<file path="config.mk">
export PLATFORM = sky130hd
export DESIGN_NAME = json_object_stream_framer_flat
export DESIGN_NICKNAME = d
export VERILOG_FILES = /design/src/rtl/jof_pkg.sv /design/src/rtl/jof_in_if.sv /design/src/rtl/jof_out_if.sv /design/src/rtl/jof_tracker.sv /design/src/rtl/json_object_stream_framer.sv /design/src/flat_wrapper.sv
export SDC_FILE = /design/constraint.sdc
export NUM_CORES = 1
export LEC_CHECK = 0
export ABC_AREA = 1
export BUFFER_PORTS_ARGS = -buffer_cell sky130_fd_sc_hd__buf_2
export CORE_MARGIN = 5
export CORE_UTILIZATION = 30
export CTS_CLUSTER_SIZE = 24
export DETAILED_ROUTE_END_ITERATION = 16
export GPL_TIMING_DRIVEN = 0
export MAX_ROUTING_LAYER = met4
export PLACE_DENSITY_LB_ADDON = 0.2
export SYNTH_ARGS = -nofsm -noshare
export SYNTH_HDL_FRONTEND = slang
export SYNTH_SLANG_ARGS = --single-unit
</file>
<file path="constraint.sdc">
create_clock -name i_clk -period 14.9 [get_ports i_clk]
set_input_delay 2.235 -clock i_clk [delete_from_list [all_inputs] [get_ports i_clk]]
set_output_delay 2.235 -clock i_clk [all_outputs]
set_load 0.01 [all_outputs]
</file>
<file path="src/rtl/jof_pkg.sv">
// shared types and character codes for the json object stream framer
`timescale 1ns / 1ps

package jof_pkg;

    // character codes
    localparam logic [7:0] CH_OPEN      = 8'h7B;
    localparam logic [7:0] CH_CLOSE     = 8'h7D;
    localparam logic [7:0] CH_NEWLINE   = 8'h0A;
    localparam logic [7:0] CH_BACKSLASH = 8'h5C;
    localparam logic [7:0] CH_QUOTE     = 8'h22;
    localparam logic [7:0] CH_SPACE     = 8'h20;
    localparam logic [7:0] CH_TAB       = 8'h09;
    localparam logic [7:0] CH_RETURN    = 8'h0D;

    localparam logic [31:0] LINE_MAX = 32'hFFFF_FFFF;
    localparam logic [31:0] LINE_ONE = 32'd1;

    // framing status codes
    typedef enum logic [1:0] {
        ST_OK           = 2'd0,
        ST_ILLEGAL      = 2'd1,
        ST_UNTERMINATED = 2'd2
    } t_status;

    // one framed byte
    typedef struct packed {
        logic        in_object;
        logic        object_first;
        logic        object_last;
        t_status     status;
        logic [31:0] line_number;
        logic [31:0] object_start_line;
    } t_result;

endpackage

</file>
<file path="src/rtl/jof_in_if.sv">
// request channel carrying one text byte
`timescale 1ns / 1ps

interface jof_in_if;
    logic       valid;
    logic       ready;
    logic [7:0] text_byte;
    logic       stream_end;

    modport source (output valid, output text_byte, output stream_end, input ready);
    modport sink   (input valid, input text_byte, input stream_end, output ready);
endinterface

</file>
<file path="src/rtl/jof_out_if.sv">
// request channel carrying one framing result
`timescale 1ns / 1ps

interface jof_out_if;
    logic        valid;
    logic        ready;
    logic        in_object;
    logic        object_first;
    logic        object_last;
    logic [1:0]  status;
    logic [31:0] line_number;
    logic [31:0] object_start_line;

    modport source (
        output valid, output in_object, output object_first, output object_last,
        output status, output line_number, output object_start_line, input ready
    );
    modport sink (
        input valid, input in_object, input object_first, input object_last,
        input status, input line_number, input object_start_line, output ready
    );
endinterface

</file>
<file path="src/rtl/jof_tracker.sv">
// framing state and per-byte result logic
`timescale 1ns / 1ps

module jof_tracker
    import jof_pkg::*;
#(
    parameter int DEPTH_BITS = 16
) (
    input  logic       i_clk,
    input  logic       i_rst_n,
    input  logic       i_fire,
    input  logic [7:0] i_text_byte,
    input  logic       i_stream_end,
    output t_result    o_result
);

    logic                  r_inside, n_inside;
    logic                  r_in_string, n_in_string;
    logic                  r_escape, n_escape;
    logic [DEPTH_BITS-1:0] r_depth, n_depth;
    logic [31:0]           r_line, n_line;
    logic [31:0]           r_start, n_start;
    logic                  r_failed, n_failed;
    t_status               r_fail_code, n_fail_code;

    logic                  is_blank;
    logic                  is_newline;
    logic [31:0]           line_inc;
    t_result               res;

    assign is_blank   = (i_text_byte == CH_SPACE) ||
                        (i_text_byte inside {[CH_TAB:CH_RETURN]});
    assign is_newline = (i_text_byte == CH_NEWLINE);
    assign line_inc   = (r_line != LINE_MAX) ? r_line + LINE_ONE : r_line;

    // next state and result for the byte at the input
    always_comb begin
        n_inside    = r_inside;
        n_in_string = r_in_string;
        n_escape    = r_escape;
        n_depth     = r_depth;
        n_line      = r_line;
        n_start     = r_start;
        n_failed    = r_failed;
        n_fail_code = r_fail_code;

        res.in_object         = 1'b0;
        res.object_first      = 1'b0;
        res.object_last       = 1'b0;
        res.status            = ST_OK;
        res.line_number       = r_line;
        res.object_start_line = r_start;

        if (r_failed) begin
            res.status = r_fail_code;
        end else begin
            if (!r_inside) begin
                // between objects
                if (i_text_byte == CH_OPEN) begin
                    n_inside         = 1'b1;
                    n_in_string      = 1'b0;
                    n_escape         = 1'b0;
                    n_depth          = {{(DEPTH_BITS-1){1'b0}}, 1'b1};
                    n_start          = r_line;
                    res.in_object    = 1'b1;
                    res.object_first = 1'b1;
                end else if (is_blank) begin
                    if (is_newline) begin
                        n_line = line_inc;
                    end
                end else begin
                    n_failed    = 1'b1;
                    n_fail_code = ST_ILLEGAL;
                    res.status  = ST_ILLEGAL;
                end
            end else begin
                // inside an object
                res.in_object = 1'b1;
                if (is_newline) begin
                    n_line = line_inc;
                end
                if (r_escape) begin
                    n_escape = 1'b0;
                end else if (i_text_byte == CH_QUOTE) begin
                    n_in_string = !r_in_string;
                end else if (i_text_byte == CH_BACKSLASH) begin
                    n_escape = 1'b1;
                end else if (i_text_byte == CH_OPEN) begin
                    if (!r_in_string && (r_depth != '1)) begin
                        n_depth = r_depth + 1'b1;
                    end
                end else if (i_text_byte == CH_CLOSE) begin
                    if (!r_in_string) begin
                        n_depth = (r_depth != '0) ? r_depth - 1'b1 : r_depth;
                        if (n_depth == '0) begin
                            n_inside        = 1'b0;
                            n_in_string     = 1'b0;
                            n_escape        = 1'b0;
                            res.object_last = 1'b1;
                        end
                    end
                end
            end

            // stream ends with an object still open
            if (!n_failed && i_stream_end && n_inside) begin
                n_failed    = 1'b1;
                n_fail_code = ST_UNTERMINATED;
                res.status  = ST_UNTERMINATED;
                n_inside    = 1'b0;
                n_in_string = 1'b0;
                n_escape    = 1'b0;
                n_depth     = '0;
            end
            res.object_start_line = n_start;
        end
    end

    assign o_result = res;

    // state registers, updated once per accepted request
    always_ff @(posedge i_clk) begin
        if (!i_rst_n) begin
            r_inside    <= 1'b0;
            r_in_string <= 1'b0;
            r_escape    <= 1'b0;
            r_depth     <= '0;
            r_line      <= LINE_ONE;
            r_start     <= LINE_ONE;
            r_failed    <= 1'b0;
            r_fail_code <= ST_OK;
        end else if (i_fire) begin
            r_inside    <= n_inside;
            r_in_string <= n_in_string;
            r_escape    <= n_escape;
            r_depth     <= n_depth;
            r_line      <= n_line;
            r_start     <= n_start;
            r_failed    <= n_failed;
            r_fail_code <= n_fail_code;
        end
    end

    // an open object always has a nonzero depth
    a_depth_tracks_inside: assert property (@(posedge i_clk) disable iff (!i_rst_n)
        r_inside == (r_depth != '0))
        else $error("depth and inside flag disagree");

    // errors are sticky
    a_failed_sticky: assert property (@(posedge i_clk) disable iff (!i_rst_n)
        r_failed |=> r_failed)
        else $error("failed flag cleared without reset");

    // a failed framer holds no open object
    a_failed_closed: assert property (@(posedge i_clk) disable iff (!i_rst_n)
        r_failed |-> (!r_inside && r_fail_code != ST_OK))
        else $error("failed framer still inside object");

endmodule

</file>
<file path="src/rtl/json_object_stream_framer.sv">
// top level of the json object stream framer with output skid stage
`timescale 1ns / 1ps

// Frames a stream of whitespace-separated JSON objects, one byte per request.
// Every accepted byte yields exactly one result, tagged with object membership,
// first/last brace marks, a sticky error status and line numbers. A byte is
// accepted every clock unless the input stalls: the framing state is updated
// by a single pass of logic at the accept edge, which writes the result into
// the output register, or into the skid register while the output is stalled.
// A two-entry output stage (result register plus skid register) keeps the input
// ready for one more byte while a result waits to be taken; the input stalls
// only when both entries are full. Errors hold until reset.

module json_object_stream_framer
    import jof_pkg::*;
#(
    parameter int DEPTH_BITS = 16
) (
    input  logic      i_clk,
    input  logic      i_rst_n,
    jof_in_if.sink    i_in,
    jof_out_if.source o_out
);

    logic    in_fire;
    logic    out_take;
    t_result new_result;

    logic    r_out_valid;
    t_result r_out;
    logic    r_skid_valid;
    t_result r_skid;

    assign i_in.ready = !r_skid_valid;
    assign in_fire    = i_in.valid && !r_skid_valid;
    assign out_take   = !r_out_valid || o_out.ready;

    jof_tracker #(
        .DEPTH_BITS (DEPTH_BITS)
    ) u_tracker (
        .i_clk        (i_clk),
        .i_rst_n      (i_rst_n),
        .i_fire       (in_fire),
        .i_text_byte  (i_in.text_byte),
        .i_stream_end (i_in.stream_end),
        .o_result     (new_result)
    );

    // output register and skid control
    always_ff @(posedge i_clk) begin
        if (!i_rst_n) begin
            r_out_valid  <= 1'b0;
            r_skid_valid <= 1'b0;
        end else if (out_take) begin
            if (r_skid_valid) begin
                r_out_valid  <= 1'b1;
                r_skid_valid <= 1'b0;
            end else begin
                r_out_valid <= in_fire;
            end
        end else if (in_fire) begin
            r_skid_valid <= 1'b1;
        end
    end

    // output and skid payload
    always_ff @(posedge i_clk) begin
        if (out_take) begin
            r_out <= r_skid_valid ? r_skid : new_result;
        end
        if (!out_take && in_fire) begin
            r_skid <= new_result;
        end
    end

    assign o_out.valid             = r_out_valid;
    assign o_out.in_object         = r_out.in_object;
    assign o_out.object_first      = r_out.object_first;
    assign o_out.object_last       = r_out.object_last;
    assign o_out.status            = r_out.status;
    assign o_out.line_number       = r_out.line_number;
    assign o_out.object_start_line = r_out.object_start_line;

    // skid entry is only used behind a full output register
    a_skid_behind_out: assert property (@(posedge i_clk) disable iff (!i_rst_n)
        r_skid_valid |-> r_out_valid)
        else $error("skid holds data while output register is empty");

    // a stalled output with a full skid keeps the input closed
    a_skid_holds: assert property (@(posedge i_clk) disable iff (!i_rst_n)
        (r_skid_valid && !o_out.ready) |=> r_skid_valid)
        else $error("skid entry lost while output stalled");

    // an opening brace is always part of an object
    a_first_in_object: assert property (@(posedge i_clk) disable iff (!i_rst_n)
        (r_out_valid && r_out.object_first) |-> r_out.in_object)
        else $error("first mark outside object");

endmodule

</file>
<file path="src/flat_wrapper.sv">
// flat-port wrapper written by rule: the top's interface ports become plain ports
module json_object_stream_framer_flat import jof_pkg::*;
#(
    parameter int DEPTH_BITS = 16
)
  (i_clk, i_rst_n, i_in_valid, i_in_text_byte, i_in_stream_end, i_in_ready, o_out_valid, o_out_in_object, o_out_object_first, o_out_object_last, o_out_status, o_out_line_number, o_out_object_start_line, o_out_ready);
  jof_in_if i_in_i ();
  jof_out_if o_out_i ();
  input  logic i_clk;
  input  logic i_rst_n;
  input wire logic [$bits(i_in_i.valid)-1:0] i_in_valid;
  input wire logic [$bits(i_in_i.text_byte)-1:0] i_in_text_byte;
  input wire logic [$bits(i_in_i.stream_end)-1:0] i_in_stream_end;
  output wire logic [$bits(i_in_i.ready)-1:0] i_in_ready;
  output wire logic [$bits(o_out_i.valid)-1:0] o_out_valid;
  output wire logic [$bits(o_out_i.in_object)-1:0] o_out_in_object;
  output wire logic [$bits(o_out_i.object_first)-1:0] o_out_object_first;
  output wire logic [$bits(o_out_i.object_last)-1:0] o_out_object_last;
  output wire logic [$bits(o_out_i.status)-1:0] o_out_status;
  output wire logic [$bits(o_out_i.line_number)-1:0] o_out_line_number;
  output wire logic [$bits(o_out_i.object_start_line)-1:0] o_out_object_start_line;
  input wire logic [$bits(o_out_i.ready)-1:0] o_out_ready;
  assign i_in_i.valid = i_in_valid;
  assign i_in_i.text_byte = i_in_text_byte;
  assign i_in_i.stream_end = i_in_stream_end;
  assign i_in_ready = i_in_i.ready;
  assign o_out_valid = o_out_i.valid;
  assign o_out_in_object = o_out_i.in_object;
  assign o_out_object_first = o_out_i.object_first;
  assign o_out_object_last = o_out_i.object_last;
  assign o_out_status = o_out_i.status;
  assign o_out_line_number = o_out_i.line_number;
  assign o_out_object_start_line = o_out_i.object_start_line;
  assign o_out_i.ready = o_out_ready;
  json_object_stream_framer #(.DEPTH_BITS(DEPTH_BITS)) u_core (.i_clk(i_clk), .i_rst_n(i_rst_n), .i_in(i_in_i), .o_out(o_out_i));
endmodule
</file>
Yosys cells after proc, flatten, opt, wreduce, memory -nomap -nowiden --
Cells that the tools add are included.
Storage, ports and cells: bits in registers 226, input bits 13, output and inout port bits 71, word-level logic and storage cells 146
Cells by class: add/subtract/negate cells 3, $lt $le $gt $ge 2, equal/unequal tests 19, mux-type cells 73, bitwise operators 2, reduce and logical (&&, ||, !) cells 25
Operators with widths (count):
- $mux W32 | 8
- $mux W16 | 11
- $mux W69 | 1
- $mux W1 | 44
- $add A32 B1 Y32 const B | 1
- $ne A32 B32 Y1 const B | 1
- $eq A8 B7 Y1 const B | 3
- $add A16 B1 Y16 const B | 1
- $eq A8 B6 Y1 const B | 2
- $logic_not A16 Y1 | 1
- $mux W2 | 8
- $ne A16 B16 Y1 const B | 1
- $reduce_bool A16 Y1 | 1
- $sub A16 B1 Y16 const B | 1
- $ne A3 B2 Y1 const B | 3
- $reduce_and A9 Y1 | 1
- $eq A8 B4 Y1 const B | 1
- $ge A8 B4 Y1 const B | 1
- $le A8 B4 Y1 const B | 1
- $ne A4 B2 Y1 const B | 2
- $reduce_and A7 Y1 | 1
- $logic_and A1 B1 Y1 | 6
- $ne A2 B1 Y1 const B | 3
- $ne A6 B1 Y1 const B | 1
- 14 further kinds | 20

Logic depth before layout (Yosys ltp) --
depth after elaboration 16, depth in mapped cells 19

Modules after synthesis --
Synthesis repeated with hierarchy kept, for this count alone.
Second synthesis, totals: cell total of the unflattened synthesis 1304, area, all modules 10761.6 um2
Modules (own cells, without submodules):
- jof_tracker | times used 1, cells each 931, area each 5605.4 um2, sequential area each 1721.7 um2
- json_object_stream_framer | times used 1, cells each 373, area each 5156.2 um2, sequential area each 4184.0 um2

Worst setup path before layout --
No wires, ideal clock.
path type input-to-reg, start input o_out_ready, end register u_core.r_skid[0] (netlist bit) (enable), setup time 0.497 ns, arrival time 6.388 ns, path slack 8.015 ns, stages 3, path buffers 0, cell sequence nor2_1 inv_1 nor2_1
Between the ends: longest elaborated chain between the ends 3
RTL lines:
- start: declaration | line flat_wrapper.sv:22 | input wire logic [$bits(o_out_i.ready)-1:0] o_out_ready;
- $logic_or A1 B1 Y1 | line json_object_stream_framer.sv:36 | assign out_take = !r_out_valid || o_out.ready;
- via u_core.out_take | line json_object_stream_framer.sv:26 | logic out_take;
- $logic_not A1 Y1 | line json_object_stream_framer.sv:71 | if (!out_take && in_fire) begin
- $logic_and A1 B1 Y1 | line json_object_stream_framer.sv:71
- end signal: assignment | line json_object_stream_framer.sv:72 | r_skid <= new_result;
- end: declaration | line json_object_stream_framer.sv:32 | t_result r_skid;
The timed path passes the listed nets, and every way through them passes these cells. A chain may end at the register's enable or synchronous reset.

Worst setup path after layout --
start register u_core.r_skid_valid, end output i_in_ready
Between the ends: longest elaborated chain between the ends 1
RTL lines:
- start: declaration | line json_object_stream_framer.sv:31 | logic r_skid_valid;
- start signal: assignment | line json_object_stream_framer.sv:53 | r_skid_valid <= 1'b0;
- start signal: assignment | line json_object_stream_framer.sv:57 | r_skid_valid <= 1'b0;
- start signal: assignment | line json_object_stream_framer.sv:62 | r_skid_valid <= 1'b1;
- $logic_not A1 Y1 | line json_object_stream_framer.sv:34 | assign i_in.ready = !r_skid_valid;
- end: declaration | line flat_wrapper.sv:14 | output wire logic [$bits(i_in_i.ready)-1:0] i_in_ready;
No other way between the ends.

==> flow_metrics.py <==
metrics = {
    "setup_path": {
        "cp.arrival_ps": 2430,
        "crit_top_cell": "clkbuf_1",
        "critPathLaunchType": "flip-flop",
        "crit_slowest_cell": "dfxtp_1",
        "endpoint_kind": "output pin",
        "cp.buffers_inverters": 4,
        "crit_type": "flip-flop to output pin",
        "worst-path-max-fanout": 10,
        "slowest_delay_ps": 520,
        "critPathTopFamily": "buffers and inverters",
        "required_ps": 12660,
        "path_cells": "clkbuf_1 -> clkbuf_1 -> inv_2 -> buf_2",
    },
    "clock_network": {
        "cts_tree": "yes",
        "path_clk_slew_ps": 60,
        "clk_latency_ps": 530,
        "clockRootBuffer": "clkbuf_16",
        "cts_buffers": 26,
        "ctsHoldBuffers": 0,
        "post_cts_buffers": 0,
        "htreeDepth": 1,
        "clk_path_buf_depth": 3,
        "cts.sinks": 226,
        "cts_resized": 0,
    },
    "power_and_ir_drop": {
        "ir_drop_v": 0.00008025,
        "p_leak_uw": 0.005270,
        "cellPowerDensity_nw_per_um2": 111.4,
    },
    "detailed_routing": {
        "dr_wl_met3_um": 1187,
        "routed.top_layer": "met4",
        "vias": 8452,
        "drt-wirelength-per-cell_um": 15.84,
        "first_pass_iters": 5,
        "route.met2.wl_um": 13770,
        "drc": 0,
        "drt_wl_total_um": 29100,
        "wl_met1_um": 13670,
        "post_drt_via_cell_ratio": 4.601,
        "antenna_left": 0,
        "drtIter0Drc": 358,
    },
    "layout": {
        "fill_cells": 3707,
        "layout-drive-gt1-share_pct": 14.39,
        "layout_common_cells": "nand2_1, o21ai_0, inv_1",
        "fin_nets": 1372,
        "area_delta_synth_final_pct": 17.85,
        "final_cells": 1837,
        "diodes": 0,
        "layout_commonest_cell": "nand2_1",
    },
    "floorplan": {
        "core_area_um2": 35310,
        "pin_count": 84,
        "start_util_pct": 30.12,
        "rows": 69,
        "fp.dieH_um": 198.3,
        "fp.dieW_um": 198.3,
        "dieArea_um2": 39310,
    },
    "sta": {
        "max_slew_margin_pct": 53.00,
        "slew_violations": 0,
        "rsz0062_at_grt": "no",
        "finClkSkew_ps": 10.69,
        "finalHoldViolCount": 0,
        "max_freq_mhz": 214.6,
        "tns_ps": 0,
        "worstMarginPinSlew_ps": 703.3,
        "finalSetupViolations": 0,
        "holdWs_ps": 475.5,
        "finalCritPeriodShare_pct": 31.28,
        "fin_crit_ps": 4660,
    },
    "synthesis": {
        "synth.area.top_cells": "edfxtp_1, dfxtp_1, nand2_1, o21ai_0, inv_1",
        "synth-seq-cells": 226,
        "synth.distinct_cells": 44,
        "synth_fp_nets": 1258,
        "syn_inst": 1242,
        "synthArstFlopShare_pct": 0,
        "ys_dominant_reg_cell": "edfxtp_1",
        "ys_seq_area_share_pct": 55.54,
        "synth_edf_count": 138,
        "avgSynthCellArea_um2": 8.562,
        "synth.largest_area_cell": "edfxtp_1",
        "yosysWarnings": 0,
        "synth_top_area_share_pct": 38.97,
        "syn_area_um2": 10630,
    },
    "global_routing": {
        "grt_pass1_wl_um": 45570,
        "grt_pass1_vias": 8259,
        "grt_usage_pct": 15.01,
        "grt.overflow.total": 0,
        "grt_start_max_net_pins": 69,
        "antenna_found_initial": 0,
    },
    "placement": {
        "dpl.hpwl_um": 21300,
        "placed_cells": 1789,
        "numPortBuffers": 83,
        "gp_congestion": 0.8791,
    },
    "worst_hold_path": {
        "min_path_type": "flip-flop to flip-flop",
    },
    "flow_run": {
        "drv_cap": 0,
    },
    "outcome": {
        "outcome": "complete, no violations",
    },
}
## final cells by class
cell class                      instances  area, um2  share of cell area, %
Sequential cell                       226       5906                  47.12
Multi-Input combinational cell        801       3830                  30.56
Clock buffer                           37      743.2                  5.931
Inverter                              160      606.8                  4.842
Tap cell                              461      576.8                  4.603
Timing Repair Buffer                   86      483.0                  3.854
Buffer                                 55      301.5                  2.406
Clock inverter                         11      85.08                 0.6789
## stage by stage
stage / util [%] / instance area [um2] / setup WS [ps] / power, uW
final: 35.49 / 12530 / 10240 / 1396
after global routing: 35.49 / 12530 / 10080 / 1450
after CTS: 35.49 / 12530 / 10160 / 1414
after detailed placement: 33.15 / 11700 / 10190 / 791.5
after global placement: 32.93 / 11630 / 5395 / 789.5
after floorplan: - / 10630 / 8015 / 756.0
## cells in the mapped netlist (2+ instances only)
| cell | n |
|---|---|
| a31oi_1 | 3 |
| nand2_2 | 8 |
| nor3_1 | 24 |
| o21ai_0 | 156 |
| edfxtp_1 | 138 |
| inv_1 | 150 |
| nor2_1 | 103 |
| buf_2 | 4 |
| xor2_1 | 12 |
| inv_2 | 7 |
| nand3b_1 | 3 |
| buf_8 | 2 |
| ha_1 | 3 |
| nand2_1 | 276 |
| dfxtp_1 | 88 |
| nand3_1 | 66 |
| nor4_1 | 2 |
| mux2_2 | 2 |
| a211oi_1 | 3 |
| nand2_4 | 2 |
| nor3_2 | 4 |
| buf_6 | 6 |
| a21oi_1 | 72 |
| nor2_2 | 14 |
| clkbuf_1 | 37 |
| buf_4 | 5 |
| nand3_2 | 2 |
| o21a_1 | 4 |
| nand4_1 | 21 |
| nor2_4 | 7 |
| o21ai_1 | 3 |
| o21ai_2 | 3 |
## power breakdown
part	switching, uW	leakage [uW]	total [uW]	internal [uW]
combinational	53.2	0.00272	78.9	25.7
clock	256	0.000412	620	364
sequential	7.56	0.00214	697	690
total	317	0.00527	1400	1080
## per-layer routing
layer	vias up	track usage [%]
li1	4352	-
met1	3945	19.52
met2	120	25.14
met3	35	2.110
met4	0	3.162
met5	-	-
## registers in the layout, summed over array words and instances (netlist names)
register and cells:
u_core.u_tracker.r_escape 1, u_core.r_skid_valid 1, u_core.o_out.in_object 1, u_core.u_tracker.r_inside 1, u_core.o_out.object_start_line 32, u_core.o_out.object_last 1, u_core.u_tracker.r_fail_code 2, u_core.u_tracker.r_depth 16
u_core.u_tracker.r_start 32, u_core.u_tracker.r_in_string 1, u_core.o_out.valid 1, u_core.u_tracker.r_failed 1, u_core.u_tracker.r_line 32, u_core.o_out.line_number 32, u_core.r_skid 69, u_core.o_out.status 2
u_core.o_out.object_first 1
## worst reg2reg max path, stage by stage, from the launching register on
cell and delay [ps]:
dfxtp_1 360, inv_1 150, ha_1 240, nand3_2 200, nor2_2 240, nand2_1 190, nand2_1 120, nand2_1 50
nand2_1 80, nand3_1 120, nor2_2 150, nand2_2 100, nand2_4 100, buf_8 150, nand2_1 220, a21oi_1 220
nor2_1 70, nor2_1 90
## worst paths after layout
check,from,endpoint,slack (ps),cells after the start
worst max-delay path,u_core.r_skid_valid,i_in_ready,10240,4
worst min-delay path,u_core.u_tracker.r_start[0],u_core.u_tracker.r_start[0],480,2
worst max register to register,u_core.u_tracker.r_depth[0],u_core.u_tracker.r_depth[4],11970,17
worst min register to register,u_core.u_tracker.r_start[0],u_core.u_tracker.r_start[0],480,2
## cells by family (layout without fill, tap and decap cells)
| group | Yosys count | count (layout) | share of synthesized area (%) |
|---|---|---|---|
| compound gates | 247 | 247 | 12.01 |
| mux | 2 | 2 | 0.2118 |
| buf+inv | 215 | 349 | 8.519 |
| xor+xnor | 13 | 13 | 1.071 |
| fa+ha+maj | 3 | 3 | 0.3530 |
| simple gates | 536 | 536 | 22.30 |
| flops | 226 | 226 | 55.54 |
No activity file was read; power rests on OpenSTA's default activity.
